===== config.mk =====
export PLATFORM = sky130hd
export DESIGN_NAME = best_fit_page_allocator_core
export DESIGN_NICKNAME = d
export VERILOG_FILES = /design/src/bfpa_pkg.sv /design/src/bfpa_ram.sv /design/src/bfpa_ctrl.sv /design/src/bfpa_dp.sv /design/src/best_fit_page_allocator_core.sv
export SDC_FILE = /design/constraint.sdc
export NUM_CORES = 2
export LEC_CHECK = 0
export ABC_AREA = 1
export ABC_CLOCK_PERIOD_IN_PS = 8550
export BUFFER_PORTS_ARGS = -buffer_cell sky130_fd_sc_hd__buf_4
export CAP_MARGIN = 20
export CORE_UTILIZATION = 50
export CTS_CLUSTER_SIZE = 16
export DETAILED_ROUTE_END_ITERATION = 16
export PLACE_DENSITY = 0.75
export SLEW_MARGIN = 20
export SYNTH_ARGS = -nofsm -noshare
export SYNTH_HDL_FRONTEND = slang
export SYNTH_SLANG_ARGS = --single-unit

===== constraint.sdc =====
create_clock -name clk -period 8.55 [get_ports clk]
set_input_delay 0.855 -clock clk [delete_from_list [all_inputs] [get_ports clk]]
set_output_delay 0.855 -clock clk [all_outputs]
set_load 0.1 [all_outputs]

===== src/bfpa_pkg.sv =====
package bfpa_pkg;

    // request commands
    localparam logic [1:0] CMD_ALLOC = 2'd0;
    localparam logic [1:0] CMD_FREE  = 2'd1;
    localparam logic [1:0] CMD_CLEAR = 2'd2;
    localparam logic [1:0] CMD_NOP   = 2'd3;

    // response status codes
    localparam logic [1:0] ST_OK    = 2'd0;
    localparam logic [1:0] ST_NOFIT = 2'd1;
    localparam logic [1:0] ST_FULL  = 2'd2;

    // datapath operations driven by the controller
    localparam logic [2:0] OP_IDLE   = 3'd0;
    localparam logic [2:0] OP_LOAD   = 3'd1;
    localparam logic [2:0] OP_CHECK  = 3'd2;
    localparam logic [2:0] OP_SCAN   = 3'd3;
    localparam logic [2:0] OP_DECIDE = 3'd4;
    localparam logic [2:0] OP_SHDN   = 3'd5;
    localparam logic [2:0] OP_SHUP   = 3'd6;
    localparam logic [2:0] OP_FINISH = 3'd7;

    // what follows the decision step
    localparam logic [1:0] PATH_DONE = 2'd0;
    localparam logic [1:0] PATH_SHDN = 2'd1;
    localparam logic [1:0] PATH_SHUP = 2'd2;

    typedef struct packed {
        logic [1:0]  command;
        logic [16:0] page_count;
        logic [15:0] base_page;
    } req_t;

    typedef struct packed {
        logic [1:0]  status;
        logic [15:0] granted_page;
        logic [16:0] free_total;
    } rsp_t;

    typedef struct packed {
        logic [2:0] op;
    } ctrl_t;

    typedef struct packed {
        logic       quick;
        logic       scan_done;
        logic       shift_done;
        logic       out_free;
        logic [1:0] path;
    } stat_t;

endpackage


===== src/bfpa_ram.sv =====
module bfpa_ram #(
    parameter int WIDTH = 33,
    parameter int DEPTH = 64
) (
    input  logic                     clk,
    input  logic                     we,
    input  logic [$clog2(DEPTH)-1:0] waddr,
    input  logic [WIDTH-1:0]         wdata,
    input  logic [$clog2(DEPTH)-1:0] raddr,
    output logic [WIDTH-1:0]         rdata
);

    logic [WIDTH-1:0] mem [DEPTH];

    // one write port, one registered read port
    always_ff @(posedge clk)
    begin
        if (we)
        begin
            mem[waddr] <= wdata;
        end
        rdata <= mem[raddr];
    end

endmodule


===== src/bfpa_ctrl.sv =====
module bfpa_ctrl (
    input  logic           clk,
    input  logic           rst_n,
    input  logic           req_valid,
    output logic           req_stall,
    input  bfpa_pkg::stat_t stat,
    output bfpa_pkg::ctrl_t ctrl
);

    localparam logic [2:0] S_IDLE   = 3'd0;
    localparam logic [2:0] S_CHECK  = 3'd1;
    localparam logic [2:0] S_SCAN   = 3'd2;
    localparam logic [2:0] S_DECIDE = 3'd3;
    localparam logic [2:0] S_SHDN   = 3'd4;
    localparam logic [2:0] S_SHUP   = 3'd5;
    localparam logic [2:0] S_DONE   = 3'd6;

    logic [2:0] state_reg;
    logic [2:0] state_next;

    always_ff @(posedge clk or negedge rst_n)
    begin
        if (!rst_n)
        begin
            state_reg <= S_IDLE;
        end
        else
        begin
            state_reg <= state_next;
        end
    end

    assign req_stall = (state_reg != S_IDLE);

    // sequencing of one request
    always_comb
    begin
        state_next = state_reg;
        ctrl.op    = bfpa_pkg::OP_IDLE;
        case (state_reg)
            S_IDLE:
            begin
                if (req_valid)
                begin
                    ctrl.op    = bfpa_pkg::OP_LOAD;
                    state_next = S_CHECK;
                end
            end
            S_CHECK:
            begin
                ctrl.op    = bfpa_pkg::OP_CHECK;
                state_next = stat.quick ? S_DONE : S_SCAN;
            end
            S_SCAN:
            begin
                ctrl.op = bfpa_pkg::OP_SCAN;
                if (stat.scan_done)
                begin
                    state_next = S_DECIDE;
                end
            end
            S_DECIDE:
            begin
                ctrl.op = bfpa_pkg::OP_DECIDE;
                case (stat.path)
                    bfpa_pkg::PATH_SHDN: state_next = S_SHDN;
                    bfpa_pkg::PATH_SHUP: state_next = S_SHUP;
                    default:             state_next = S_DONE;
                endcase
            end
            S_SHDN:
            begin
                ctrl.op = bfpa_pkg::OP_SHDN;
                if (stat.shift_done)
                begin
                    state_next = S_DONE;
                end
            end
            S_SHUP:
            begin
                ctrl.op = bfpa_pkg::OP_SHUP;
                if (stat.shift_done)
                begin
                    state_next = S_DONE;
                end
            end
            S_DONE:
            begin
                ctrl.op = bfpa_pkg::OP_FINISH;
                if (stat.out_free)
                begin
                    state_next = S_IDLE;
                end
            end
            default:
            begin
                state_next = S_IDLE;
            end
        endcase
    end

endmodule


===== src/bfpa_dp.sv =====
module bfpa_dp #(
    parameter int PAGE_COUNT  = 65536,
    parameter int MAX_EXTENTS = 64
) (
    input  logic            clk,
    input  logic            rst_n,
    input  bfpa_pkg::req_t  req,
    input  bfpa_pkg::ctrl_t ctrl,
    output bfpa_pkg::stat_t stat,
    output logic            rsp_valid,
    input  logic            rsp_stall,
    output bfpa_pkg::rsp_t  rsp
);

    localparam int AW    = $clog2(MAX_EXTENTS);
    localparam int SPACE = (PAGE_COUNT < 65536) ? PAGE_COUNT : 65536;
    localparam logic [AW:0] MAX_CNT = (AW + 1)'(MAX_EXTENTS);

    // request and table bookkeeping
    logic [1:0]  cmd_reg;
    logic [16:0] n_reg, n_next;
    logic [15:0] base_reg;
    logic [AW:0] used_reg, used_next;
    logic [16:0] free_reg, free_next;
    logic [AW:0] cnt_reg, cnt_next;
    logic [AW:0] pos_reg, pos_next;
    logic        rd_valid_reg, rd_valid_next;
    logic [AW-1:0] rd_idx_reg, rd_idx_next;
    logic        stop_reg, stop_next;
    logic        found_reg, found_next;
    logic [AW-1:0] pick_reg, pick_next;
    logic [15:0] pick_start_reg, pick_start_next;
    logic [16:0] pick_len_reg, pick_len_next;
    logic        prev_valid_reg, prev_valid_next;
    logic [15:0] prev_start_reg, prev_start_next;
    logic [16:0] prev_len_reg, prev_len_next;
    logic        next_valid_reg, next_valid_next;
    logic [15:0] next_start_reg, next_start_next;
    logic [16:0] next_len_reg, next_len_next;
    logic [1:0]  status_reg, status_next;
    logic [15:0] granted_reg, granted_next;
    logic        out_valid_reg;
    bfpa_pkg::rsp_t out_reg;

    // table memory
    logic          we;
    logic [AW-1:0] waddr, raddr;
    logic [32:0]   wdata, rdata;
    logic [15:0]   rd_start;
    logic [16:0]   rd_len;

    bfpa_ram #(.WIDTH(33), .DEPTH(MAX_EXTENTS)) u_ram (
        .clk   (clk),
        .we    (we),
        .waddr (waddr),
        .wdata (wdata),
        .raddr (raddr),
        .rdata (rdata)
    );

    assign rd_start = rdata[32:17];
    assign rd_len   = rdata[16:0];

    // decision arithmetic
    logic [17:0] prev_end, new_end;
    logic        lo, hi, ov_lo, ov_hi;
    logic        alloc_bad, free_skip;

    assign prev_end  = {2'b0, prev_start_reg} + {1'b0, prev_len_reg};
    assign new_end   = {2'b0, base_reg} + {1'b0, n_reg};
    assign lo        = prev_valid_reg && (prev_end == {2'b0, base_reg});
    assign ov_lo     = prev_valid_reg && (prev_end > {2'b0, base_reg});
    assign hi        = next_valid_reg && (new_end == {2'b0, next_start_reg});
    assign ov_hi     = next_valid_reg && (new_end > {2'b0, next_start_reg});
    assign alloc_bad = (n_reg == 17'd0) || (n_reg > free_reg);
    assign free_skip = (n_reg == 17'd0) || ({2'b0, base_reg} >= 18'(SPACE));

    always_comb
    begin
        stat.quick = (cmd_reg == bfpa_pkg::CMD_CLEAR) || (cmd_reg == bfpa_pkg::CMD_NOP)
                  || ((cmd_reg == bfpa_pkg::CMD_ALLOC) && alloc_bad)
                  || ((cmd_reg == bfpa_pkg::CMD_FREE) && free_skip);
        stat.scan_done  = !rd_valid_reg && ((cnt_reg >= used_reg) || stop_reg);
        // an insert opens a slot upward, everything else closes a gap downward
        stat.shift_done = ((cmd_reg == bfpa_pkg::CMD_FREE) && !lo && !hi)
                        ? (!rd_valid_reg && (cnt_reg == pos_reg))
                        : (!rd_valid_reg && (cnt_reg > used_reg));
        stat.out_free   = !out_valid_reg || !rsp_stall;
        stat.path       = bfpa_pkg::PATH_DONE;
        if (cmd_reg == bfpa_pkg::CMD_ALLOC)
        begin
            if (found_reg && (pick_len_reg == n_reg))
            begin
                stat.path = bfpa_pkg::PATH_SHDN;
            end
        end
        else if (!ov_lo && !ov_hi)
        begin
            if (lo && hi)
            begin
                stat.path = bfpa_pkg::PATH_SHDN;
            end
            else if (!lo && !hi && (used_reg < MAX_CNT))
            begin
                stat.path = bfpa_pkg::PATH_SHUP;
            end
        end
    end

    // next state of the datapath per operation
    always_comb
    begin
        n_next          = n_reg;
        used_next       = used_reg;
        free_next       = free_reg;
        cnt_next        = cnt_reg;
        pos_next        = pos_reg;
        rd_valid_next   = 1'b0;
        rd_idx_next     = rd_idx_reg;
        stop_next       = stop_reg;
        found_next      = found_reg;
        pick_next       = pick_reg;
        pick_start_next = pick_start_reg;
        pick_len_next   = pick_len_reg;
        prev_valid_next = prev_valid_reg;
        prev_start_next = prev_start_reg;
        prev_len_next   = prev_len_reg;
        next_valid_next = next_valid_reg;
        next_start_next = next_start_reg;
        next_len_next   = next_len_reg;
        status_next     = status_reg;
        granted_next    = granted_reg;
        we              = 1'b0;
        waddr           = '0;
        wdata           = '0;
        raddr           = cnt_reg[AW-1:0];
        case (ctrl.op)
            bfpa_pkg::OP_LOAD:
            begin
                n_next          = req.page_count;
                cnt_next        = '0;
                pos_next        = used_reg;
                stop_next       = 1'b0;
                found_next      = 1'b0;
                prev_valid_next = 1'b0;
                next_valid_next = 1'b0;
                status_next     = bfpa_pkg::ST_OK;
                granted_next    = '0;
            end
            bfpa_pkg::OP_CHECK:
            begin
                if (cmd_reg == bfpa_pkg::CMD_CLEAR)
                begin
                    used_next = '0;
                    free_next = '0;
                end
                if ((cmd_reg == bfpa_pkg::CMD_ALLOC) && alloc_bad)
                begin
                    status_next = bfpa_pkg::ST_NOFIT;
                end
                // clip a free at the end of the page space
                if ((cmd_reg == bfpa_pkg::CMD_FREE) && (new_end > 18'(SPACE)))
                begin
                    n_next = 17'(18'(SPACE) - {2'b0, base_reg});
                end
            end
            bfpa_pkg::OP_SCAN:
            begin
                if (rd_valid_reg)
                begin
                    if (cmd_reg == bfpa_pkg::CMD_ALLOC)
                    begin
                        if ((rd_len >= n_reg) && (!found_reg || (rd_len < pick_len_reg)))
                        begin
                            found_next      = 1'b1;
                            pick_next       = rd_idx_reg;
                            pick_start_next = rd_start;
                            pick_len_next   = rd_len;
                        end
                    end
                    else if (!stop_reg)
                    begin
                        if (rd_start <= base_reg)
                        begin
                            prev_valid_next = 1'b1;
                            prev_start_next = rd_start;
                            prev_len_next   = rd_len;
                        end
                        else
                        begin
                            next_valid_next = 1'b1;
                            next_start_next = rd_start;
                            next_len_next   = rd_len;
                            pos_next        = {1'b0, rd_idx_reg};
                            stop_next       = 1'b1;
                        end
                    end
                end
                if ((cnt_reg < used_reg) && !stop_next)
                begin
                    rd_valid_next = 1'b1;
                    rd_idx_next   = cnt_reg[AW-1:0];
                    cnt_next      = cnt_reg + 1'b1;
                end
            end
            bfpa_pkg::OP_DECIDE:
            begin
                if (cmd_reg == bfpa_pkg::CMD_ALLOC)
                begin
                    if (!found_reg)
                    begin
                        status_next = bfpa_pkg::ST_NOFIT;
                    end
                    else
                    begin
                        granted_next = pick_start_reg;
                        free_next    = free_reg - n_reg;
                        if (pick_len_reg > n_reg)
                        begin
                            we    = 1'b1;
                            waddr = pick_reg;
                            wdata = {16'(pick_start_reg + n_reg[15:0]), pick_len_reg - n_reg};
                        end
                        else
                        begin
                            used_next = used_reg - 1'b1;
                            cnt_next  = {1'b0, pick_reg} + 1'b1;
                        end
                    end
                end
                else if (!ov_lo && !ov_hi)
                begin
                    if (lo && hi)
                    begin
                        we        = 1'b1;
                        waddr     = AW'(pos_reg - 1'b1);
                        wdata     = {prev_start_reg, 17'(prev_len_reg + n_reg + next_len_reg)};
                        used_next = used_reg - 1'b1;
                        cnt_next  = pos_reg + 1'b1;
                        free_next = free_reg + n_reg;
                    end
                    else if (lo)
                    begin
                        we        = 1'b1;
                        waddr     = AW'(pos_reg - 1'b1);
                        wdata     = {prev_start_reg, 17'(prev_len_reg + n_reg)};
                        free_next = free_reg + n_reg;
                    end
                    else if (hi)
                    begin
                        we        = 1'b1;
                        waddr     = pos_reg[AW-1:0];
                        wdata     = {base_reg, 17'(next_len_reg + n_reg)};
                        free_next = free_reg + n_reg;
                    end
                    else if (used_reg >= MAX_CNT)
                    begin
                        status_next = bfpa_pkg::ST_FULL;
                    end
                    else
                    begin
                        cnt_next  = used_reg;
                        free_next = free_reg + n_reg;
                    end
                end
            end
            bfpa_pkg::OP_SHDN:
            begin
                // move entries above the dropped one down by one
                if (rd_valid_reg)
                begin
                    we    = 1'b1;
                    waddr = rd_idx_reg - 1'b1;
                    wdata = rdata;
                end
                if (cnt_reg <= used_reg)
                begin
                    rd_valid_next = 1'b1;
                    rd_idx_next   = cnt_reg[AW-1:0];
                    cnt_next      = cnt_reg + 1'b1;
                end
            end
            bfpa_pkg::OP_SHUP:
            begin
                // open a slot at pos, top entry first
                raddr = AW'(cnt_reg - 1'b1);
                if (rd_valid_reg)
                begin
                    we    = 1'b1;
                    waddr = rd_idx_reg + 1'b1;
                    wdata = rdata;
                end
                else if (cnt_reg == pos_reg)
                begin
                    we        = 1'b1;
                    waddr     = pos_reg[AW-1:0];
                    wdata     = {base_reg, n_reg};
                    used_next = used_reg + 1'b1;
                end
                if (cnt_reg > pos_reg)
                begin
                    rd_valid_next = 1'b1;
                    rd_idx_next   = AW'(cnt_reg - 1'b1);
                    cnt_next      = cnt_reg - 1'b1;
                end
            end
            default:
            begin
            end
        endcase
    end

    // control registers
    always_ff @(posedge clk or negedge rst_n)
    begin
        if (!rst_n)
        begin
            used_reg      <= '0;
            free_reg      <= '0;
            rd_valid_reg  <= 1'b0;
            out_valid_reg <= 1'b0;
        end
        else
        begin
            used_reg     <= used_next;
            free_reg     <= free_next;
            rd_valid_reg <= rd_valid_next;
            if ((ctrl.op == bfpa_pkg::OP_FINISH) && stat.out_free)
            begin
                out_valid_reg <= 1'b1;
            end
            else if (!rsp_stall)
            begin
                out_valid_reg <= 1'b0;
            end
        end
    end

    // payload registers
    always_ff @(posedge clk)
    begin
        if (ctrl.op == bfpa_pkg::OP_LOAD)
        begin
            cmd_reg  <= req.command;
            base_reg <= req.base_page;
        end
        n_reg           <= n_next;
        cnt_reg         <= cnt_next;
        pos_reg         <= pos_next;
        rd_idx_reg      <= rd_idx_next;
        stop_reg        <= stop_next;
        found_reg       <= found_next;
        pick_reg        <= pick_next;
        pick_start_reg  <= pick_start_next;
        pick_len_reg    <= pick_len_next;
        prev_valid_reg  <= prev_valid_next;
        prev_start_reg  <= prev_start_next;
        prev_len_reg    <= prev_len_next;
        next_valid_reg  <= next_valid_next;
        next_start_reg  <= next_start_next;
        next_len_reg    <= next_len_next;
        status_reg      <= status_next;
        granted_reg     <= granted_next;
        if ((ctrl.op == bfpa_pkg::OP_FINISH) && stat.out_free)
        begin
            out_reg.status       <= status_reg;
            out_reg.granted_page <= granted_reg;
            out_reg.free_total   <= free_reg;
        end
    end

    assign rsp_valid = out_valid_reg;
    assign rsp       = out_reg;

endmodule


===== src/best_fit_page_allocator_core.sv =====
// Best-fit page allocator with an address-ordered extent table.
// Request channel (req_valid, req_stall, req): one beat carries command,
// page_count and base_page. Response channel (rsp_valid, rsp_stall, rsp):
// exactly one beat per request with status, granted_page and free_total.
// Requests are handled one at a time; req_stall is high from acceptance
// until the response is loaded into the output register.
// Commands decided without the table (clear, no-op, rejected allocations,
// empty or out-of-range frees) go from the check straight to the output;
// others run a pipelined scan of the table (a free stops early at the first
// entry above its base), a decision step and, when an entry is removed or
// inserted, a shift of the entries above it, one entry per cycle.
// req_stall falls as the response is loaded; the next request is then taken.
// The table memory has one write port: one entry is read and one moved
// each cycle of a shift.
// Reset empties the table and zeroes the free total at once; no sweep.
// When rsp_stall is high the response holds; the next request may still be
// accepted and worked on, and waits in its final state for the output.
module best_fit_page_allocator_core #(
    parameter int PAGE_COUNT  = 65536,
    parameter int MAX_EXTENTS = 64
) (
    input  logic           clk,
    input  logic           rst_n,
    input  logic           req_valid,
    output logic           req_stall,
    input  bfpa_pkg::req_t req,
    output logic           rsp_valid,
    input  logic           rsp_stall,
    output bfpa_pkg::rsp_t rsp
);

    bfpa_pkg::ctrl_t ctrl;
    bfpa_pkg::stat_t stat;

    bfpa_ctrl u_ctrl (
        .clk       (clk),
        .rst_n     (rst_n),
        .req_valid (req_valid),
        .req_stall (req_stall),
        .stat      (stat),
        .ctrl      (ctrl)
    );

    bfpa_dp #(
        .PAGE_COUNT  (PAGE_COUNT),
        .MAX_EXTENTS (MAX_EXTENTS)
    ) u_dp (
        .clk       (clk),
        .rst_n     (rst_n),
        .req       (req),
        .ctrl      (ctrl),
        .stat      (stat),
        .rsp_valid (rsp_valid),
        .rsp_stall (rsp_stall),
        .rsp       (rsp)
    );

endmodule


## Yosys cells after proc, flatten, opt, wreduce, memory -nomap -nowiden

Memory sizes are Yosys's and may differ from the RTL's. A register that Yosys moved wholly into a read port is not among the register bits.
Index checks and enable logic that the tools add are counted.

| word-level totals | value |
|---|---|
| bits in registers | 246 |
| latch bits | 0 |
| RAM bits | 2112 |
| bits in read-only memories | 0 |
| input port bits | 39 |
| output and inout bits | 37 |
| word-level logic and storage cells | 315 |
| memories | 1 |

Memories:

| name | words | width | read ports | clocked after Yosys merged registers in | wr ports | RTL line | source |
|---|---|---|---|---|---|---|---|
| u_dp.u_ram.mem | 64 | 33 | 1 | 1 | 1 | bfpa_ram.sv:13 | `logic [WIDTH-1:0] mem [DEPTH];` |

| cells by class | value |
|---|---|
| add/sub/neg operators | 19 |
| $mul | 0 |
| divide/modulo/power cells | 0 |
| $lt $le $gt $ge | 15 |
| eq/ne operators | 57 |
| shift operators | 0 |
| mux-type cells | 130 |
| bitwise operators | 3 |
| reduce and logical (&&, ||, !) cells | 63 |

Operator list:

| kind | count |
|---|---|
| 2-to-1 mux 33 bit | 10 |
| 2-to-1 mux 7 bit | 23 |
| 2-to-1 mux 17 bit | 9 |
| case mux 33 bit (3 select lines) | 1 |
| 2-to-1 mux 6 bit | 14 |
| adder 17 bit | 4 |
| case mux 17 bit (2 select lines) | 2 |
| adder 16 x 17 -> 18 bit | 2 |
| == test 18 x 16 -> 1 bit | 2 |
| greater-than comparator 18 x 16 -> 1 bit | 2 |
| 2-to-1 mux 1 bit | 36 |
| case mux 6 bit (3 select lines) | 2 |
| case mux 7 bit (5 select lines) | 1 |
| greater-than comparator 17 bit | 2 |
| subtractor 17 bit | 2 |
| 2-to-1 mux 16 bit | 2 |
| != test 2 x 1 -> 1 bit, second input constant | 16 |
| case mux 16 bit (2 select lines) | 1 |
| AND reduction 5 bit | 5 |
| 2-to-1 mux 2 bit | 12 |
| adder 7 x 1 -> 7 bit, second input constant | 3 |
| == test 3 bit, second input constant | 7 |
| case mux 3 bit (7 select lines) | 1 |
| case mux 7 bit (3 select lines) | 1 |
| 52 further kinds | 127 |

## Longest topological paths before layout

| logic depth | value |
|---|---|
| word-level depth | 13 |
| gate-level depth with buffers | 28 |
| mapped depth without buffers | 28 |

## Modules after synthesis

A second synthesis with hierarchy kept.

| second synthesis, totals | value |
|---|---|
| cell total of the unflattened synthesis | 9687 |
| area, all modules | 107061.4 um2 |

By module, submodules not included:

| module | instances | cells an instance | area each (um2) | seq. area each (um2) |
|---|---|---|---|---|
| bfpa_ram | 1 | 6996 | 85713.5 | 64081.5 |
| bfpa_dp | 1 | 2640 | 21011.4 | 7166.9 |
| bfpa_ctrl | 1 | 51 | 336.6 | 75.1 |

## Least setup slack after synthesis

OpenSTA, ideal clock, no wires.

| path | value |
|---|---|
| path kind | register to register |
| start | register u_dp.prev_len_reg[0] |
| end | memory u_dp.u_ram.mem[0][5] (data pin) |
| arrival | 7.393 ns |
| setup slack | 0.149 ns |
| stages on the path, launching flop included | 23 |
| clock period less this slack | 8.401 ns |
| cells stage by stage | edfxtp_1 ha_1 inv_1 fa_1 inv_1 nand3_1 nand2_1 nand2_1 nand2_2 a21oi_1 o21ai_0 a31oi_1 xnor2_1 ha_1 nand2_1 nor4_1 nand3_1 nor2_2 nand2_4 buf_2 a21oi_1 nor2_1 o311ai_0 |

| between the ends | value |
|---|---|
| longest elaborated chain between the ends | 8 |
| elaborated cells between the ends (all ways) | 15 |

Ends and longest elaborated chain:

| element | RTL line | source |
|---|---|---|
| from (decl) | bfpa_dp.sv:36 | `logic [16:0] prev_len_reg, prev_len_next;` |
| from (signal assigned) | bfpa_dp.sv:358 | `prev_len_reg <= prev_len_next;` |
| adder 16 x 17 -> 18 bit | bfpa_dp.sv:69 | `assign prev_end = {2'b0, prev_start_reg} + {1'b0, prev_len_reg};` |
| greater-than comparator 18 x 16 -> 1 bit / == test 18 x 16 -> 1 bit (equally long branches) | bfpa_dp.sv:72, bfpa_dp.sv:71 |  |
| logical AND 1 bit, on equally long branches | bfpa_dp.sv:72, bfpa_dp.sv:71 |  |
| zero test 1 bit (tied with other cells) | bfpa_dp.sv:231 | `else if (!ov_lo && !ov_hi)` |
| logical AND 1 bit / 2-to-1 mux 33 bit (equally long branches) | bfpa_dp.sv:231, bfpa_dp.sv:233 |  |
| 2-to-1 mux 33 bit * | bfpa_dp.sv:231 |  |
| 2-to-1 mux 33 bit * | bfpa_dp.sv:208 | `if (cmd_reg == bfpa_pkg::CMD_ALLOC)` |
| case mux 33 bit (3 select lines) * | bfpa_dp.sv:137 | `case (ctrl.op)` |
| via u_dp.u_ram.wdata[5] | bfpa_ram.sv:8 | `input logic [WIDTH-1:0] wdata,` |
| to (decl) | bfpa_ram.sv:13 |  |

The timed path passes the listed nets; every way through them passes the cells marked *.

## Worst setup path after layout

| path | value |
|---|---|
| start | register u_dp.prev_len_reg[0] |
| end | memory u_dp.u_ram.mem[0][19] (enable) |

| between the ends | value |
|---|---|
| longest elaborated chain between the ends | 10 |
| elaborated cells between the ends (all ways) | 20 |

Ends and longest elaborated chain:

| element | RTL line | source |
|---|---|---|
| adder 16 x 17 -> 18 bit * | bfpa_dp.sv:69 |  |
| greater-than comparator 18 x 16 -> 1 bit / == test 18 x 16 -> 1 bit (equally long branches) | bfpa_dp.sv:72, bfpa_dp.sv:71 |  |
| logical AND 1 bit, on equally long branches | bfpa_dp.sv:72, bfpa_dp.sv:71 |  |
| zero test 1 bit (tied with other cells) | bfpa_dp.sv:231 |  |
| logical AND 1 bit / 2-to-1 mux 1 bit (equally long branches) | bfpa_dp.sv:231, bfpa_dp.sv:233 |  |
| 2-to-1 mux 1 bit | bfpa_dp.sv:231 |  |
| 2-to-1 mux 1 bit | bfpa_dp.sv:208 |  |
| case mux 1 bit (3 select lines) | bfpa_dp.sv:137 |  |
| 2-to-1 mux 1 bit | bfpa_ram.sv:18 | `if (we)` |
| 2-to-1 mux 1 bit (implied by the code) | bfpa_ram.sv:20 | `mem[waddr] <= wdata;` |

Every way passes the cells marked *; elsewhere a longest branch is shown, timed or not.

==> results.md <==
- CP arrival: around 7.4 ns
- Crit. Startpoint: u_dp.prev_len_reg[0]
- Yosys top cell area share: 0.674
- Via Count: 73000
- Outcome: finished, final reports clean
- Cell taking the most area after synthesis: edfxtp_1
- Routability cong.: roughly 1
- Synth Cell Area: a little over 100000 sq um
- First drt pass iteration count: 9
- Crit end category: flip-flop
- Clock Sinks: about 2400
- Final setup fails: 0
- FF-to-FF path depth: 26
- Drt via density: roughly 6.4
- Post-synthesis cell count: roughly 8600
- Syn_area_per_cell: around 12 sq um
- CP startpoint kind: flip-flop
- Setup TNS: 0 ns
- DRT Wirelength: about 310000 microns
- Final Hold Vio Count: 0
- R2R Setup Slk: around 1.8 ns
- Crit path max fanout: 53
- Antenna Nets Post-Route: 0
- Initial antenna violation count: 20
- Fin. max-slew vios: 0
- Clock Tree Buf Depth: 3
- Area of the multi-input gates: ~30000 sq um
- Period utilization: 0.791
- Die Ht: approximately 460 microns
- Max-cap violations: 0
- Async set-reset flop share out of synthesis: 0.0121
- IO Port Bufs: 75
- Reg2reg end: u_dp.u_ram.mem[0][19]
- Total power: 42.8 mW
- Top reg by flops: u_dp.u_ram.mem
- Die W: approximately 460 microns
- Hold slack final: a little under 0.2 ns
- Worst path required time: slightly above 9 ns
- PwrDens: roughly 370 nW/um^2
- # IOs: 76
- Tot GR Track Use: 0.291
- Largest net degree at the start of global routing: approximately 250
- Unrepaired setup endpoints after global routing: false
- Top FF cell, synth: edfxtp_1
- TritonCTS buffer count: ~230
- Distinct cells, synth: 63
- Critical path class: flip-flop to flip-flop
- Fin cells: about 11000
- Post-route DRC: 0
- DR WL/cell: about 27 microns
- Minimum clock period: between 6 and 7 ns
- P&R area growth vs syn: 12.0%
- Worst-margin pin slew: 1.26 ns
- Number of synthesized register bits: ~2400
- Synthesized Nets: 8857
- Initial Utilization: 0.505
- Max reg flops: 2112
- Initial drt markers: around 12000
- Root buf cell: clkbuf_16
- Setup crit end: u_dp.u_ram.mem[0][19]
- DP Area: approximately 110000 sq um
- Grt ovf: 0
- Setup bufs post-CTS: 0
- Sequential element share of the synthesized area: 0.687
- DP Cell Count: 11000
- Row count: 166
- Top post-synthesis cells by area: edfxtp_1, o21ai_0, nand3_1
- Worst-path clk slew: 0.06 ns
- First-pass GRT wire length: between 400000 and 500000 microns
- HP Class: primary input to flip-flop
- Die ar.: 209000 sq um
- RR Startpoint: u_dp.prev_len_reg[0]
- CORE AREA: ~210000 sq um
- Clock skew: approximately 0.1 ns
- Clk Latency, worst-skew pair: slightly above 0.9 ns
- Share of layout cells above drive strength 1: 0.0880
- Register area: approximately 71000 sq um
- Vias in the first global route: a little under 70000
- Nets: about 9000
- Fin area: 116000 sq um
- CTS tree: built
- Leak Pwr: roughly 40 nW
- Fill cell count: between 15000 and 20000
- Htree depth: 4
- Max-slew headroom: 0.163
- EDFF count, synth: around 2300
- Yosys warning count: 0
- Final HPWL DP: between 150000 and 200000 microns
- Maximum vdd ir drop: about 0.42 mV
- Max Freq: around 0.15 GHz
power breakdown:
part / total [mW] / internal, mW / leakage (nW) / switching (mW)
logic: 18.3 / 4.46 / 14.5 / 13.8
clock network: 10.2 / 5.67 / 3.66 / 4.50
registers: 14.4 / 13.8 / 22.7 / 0.623
total: 42.8 / 23.9 / 40.8 / 18.9
cells in the final DEF, fill, tap and decap left out, drive strengths merged, types with 255 or more instances in the layout:
cell type  count
clkbuf       286
a21oi        261
ha           255
edfxtp      2329
o221ai       400
nand2       1153
nor2        1027
o21ai        953
inv          310
nand3        886
worst max-delay path, stage by stage (launching register included):
cell and delay (ns):
edfxtp_1 0.36, ha_1 0.24, inv_1 0.07, fa_1 0.41, inv_1 0.07, nand3_1 0.07
nand2_1 0.14, nand2_1 0.08, nand2_2 0.10, a21oi_1 0.10, o21ai_0 0.34, a31oi_1 0.16
xnor2_1 0.16, ha_1 0.28, nand2_1 0.08, nor4_1 0.28, nand3_1 0.13, nor2_2 0.19
nand2_4 0.37, nand2_4 0.33, nand2_4 0.10, nor2_8 0.21, inv_2 0.35, nand3_1 0.29
nand3_2 0.36, nor2_4 0.86, buf_4 0.30
how the worst min path moves through the flow:
stage	startpoint	endpoint	cells after the start
2_1_floorplan	u_dp.granted_reg[0]	u_dp.rsp[17]	0
3_3_place_gp	u_dp.granted_reg[14]	u_dp.rsp[31]	0
3_5_place_dp	u_dp.granted_reg[11]	u_dp.rsp[28]	0
4_1_cts	req[15]	u_dp.base_reg[15]	1
5_1_grt	req[15]	u_dp.base_reg[15]	1
6_report	req[15]	u_dp.base_reg[15]	1
cell families (layout without fill, tap and decap cells):
logic type                 after synthesis  after routing  share of synthesized area
and+or+nand+nor                       3160           3160                      0.130
DFF                                   2391           2391                      0.687
AOI/OAI and AO/OA                     1796           1796                      0.106
buffers and inverters                  811            971                     0.0325
adders and majority gates              265            265                     0.0327
xor gates and xnor gates               130            130                     0.0111
other                                    0              6                          0
routing by layer:
layer | GRT usage | vias up | wire, microns | part of all wire
li1 | - | 31600 | - | -
met1 | 0.405 | 35700 | 119000 | 0.38
met2 | 0.429 | 4953 | 137000 | 0.44
met3 | 0.0729 | 723 | 39500 | 0.13
met4 | 0.140 | 14 | 16700 | 0.054
met5 | 0 | - | 119 | 0.00038
cells in the mapped netlist, types with 11 or more instances:
library cell / number
dfxtp_1: 33
a22oi_1: 29
o21bai_1: 11
a211oi_1: 11
buf_1: 32
o221ai_1: 400
a21oi_1: 258
nor3_1: 38
ha_1: 255
dfrtp_1: 29
xor2_1: 88
nand4_1: 29
inv_2: 22
nand3_1: 870
nand2_2: 15
nand2_1: 1133
xnor2_1: 41
o211ai_1: 26
nand3_2: 11
inv_1: 283
edfxtp_1: 2329
o21ai_0: 927
clkbuf_1: 281
o2111ai_1: 12
a31oi_1: 19
buf_2: 171
nor2_1: 1015
o311ai_1: 24
a21boi_0: 11
o21ai_1: 14
o21ai_2: 12
repair_timing:
action | 4_1_cts | 5_1_grt
hold buffers | 1 | 0
gates resized for setup | 0 | 0
hold endpoints to repair | 29 | 0
endpoints found under the setup margin | 0 | 0
final cells by class:
class	count	area share
multi-input cells	5351	0.258
flip-flops and latches	2391	0.614
repair buffers	236	0.0236
clock inverters	140	0.0134
well taps	2688	0.0290
inverters	309	0.0102
diodes	6	0.000129
clock buffers	286	0.0516
per-stage QoR:
step | setup WS [ns] | util
after global routing | 1.42 | 0.565
final | 1.79 | 0.565
after CTS | 1.80 | 0.563
after detailed placement | 1.79 | 0.526
after floorplan | 0.149 | -
after global placement | 1.75 | 0.523
Power figures use the tool's default switching activity.
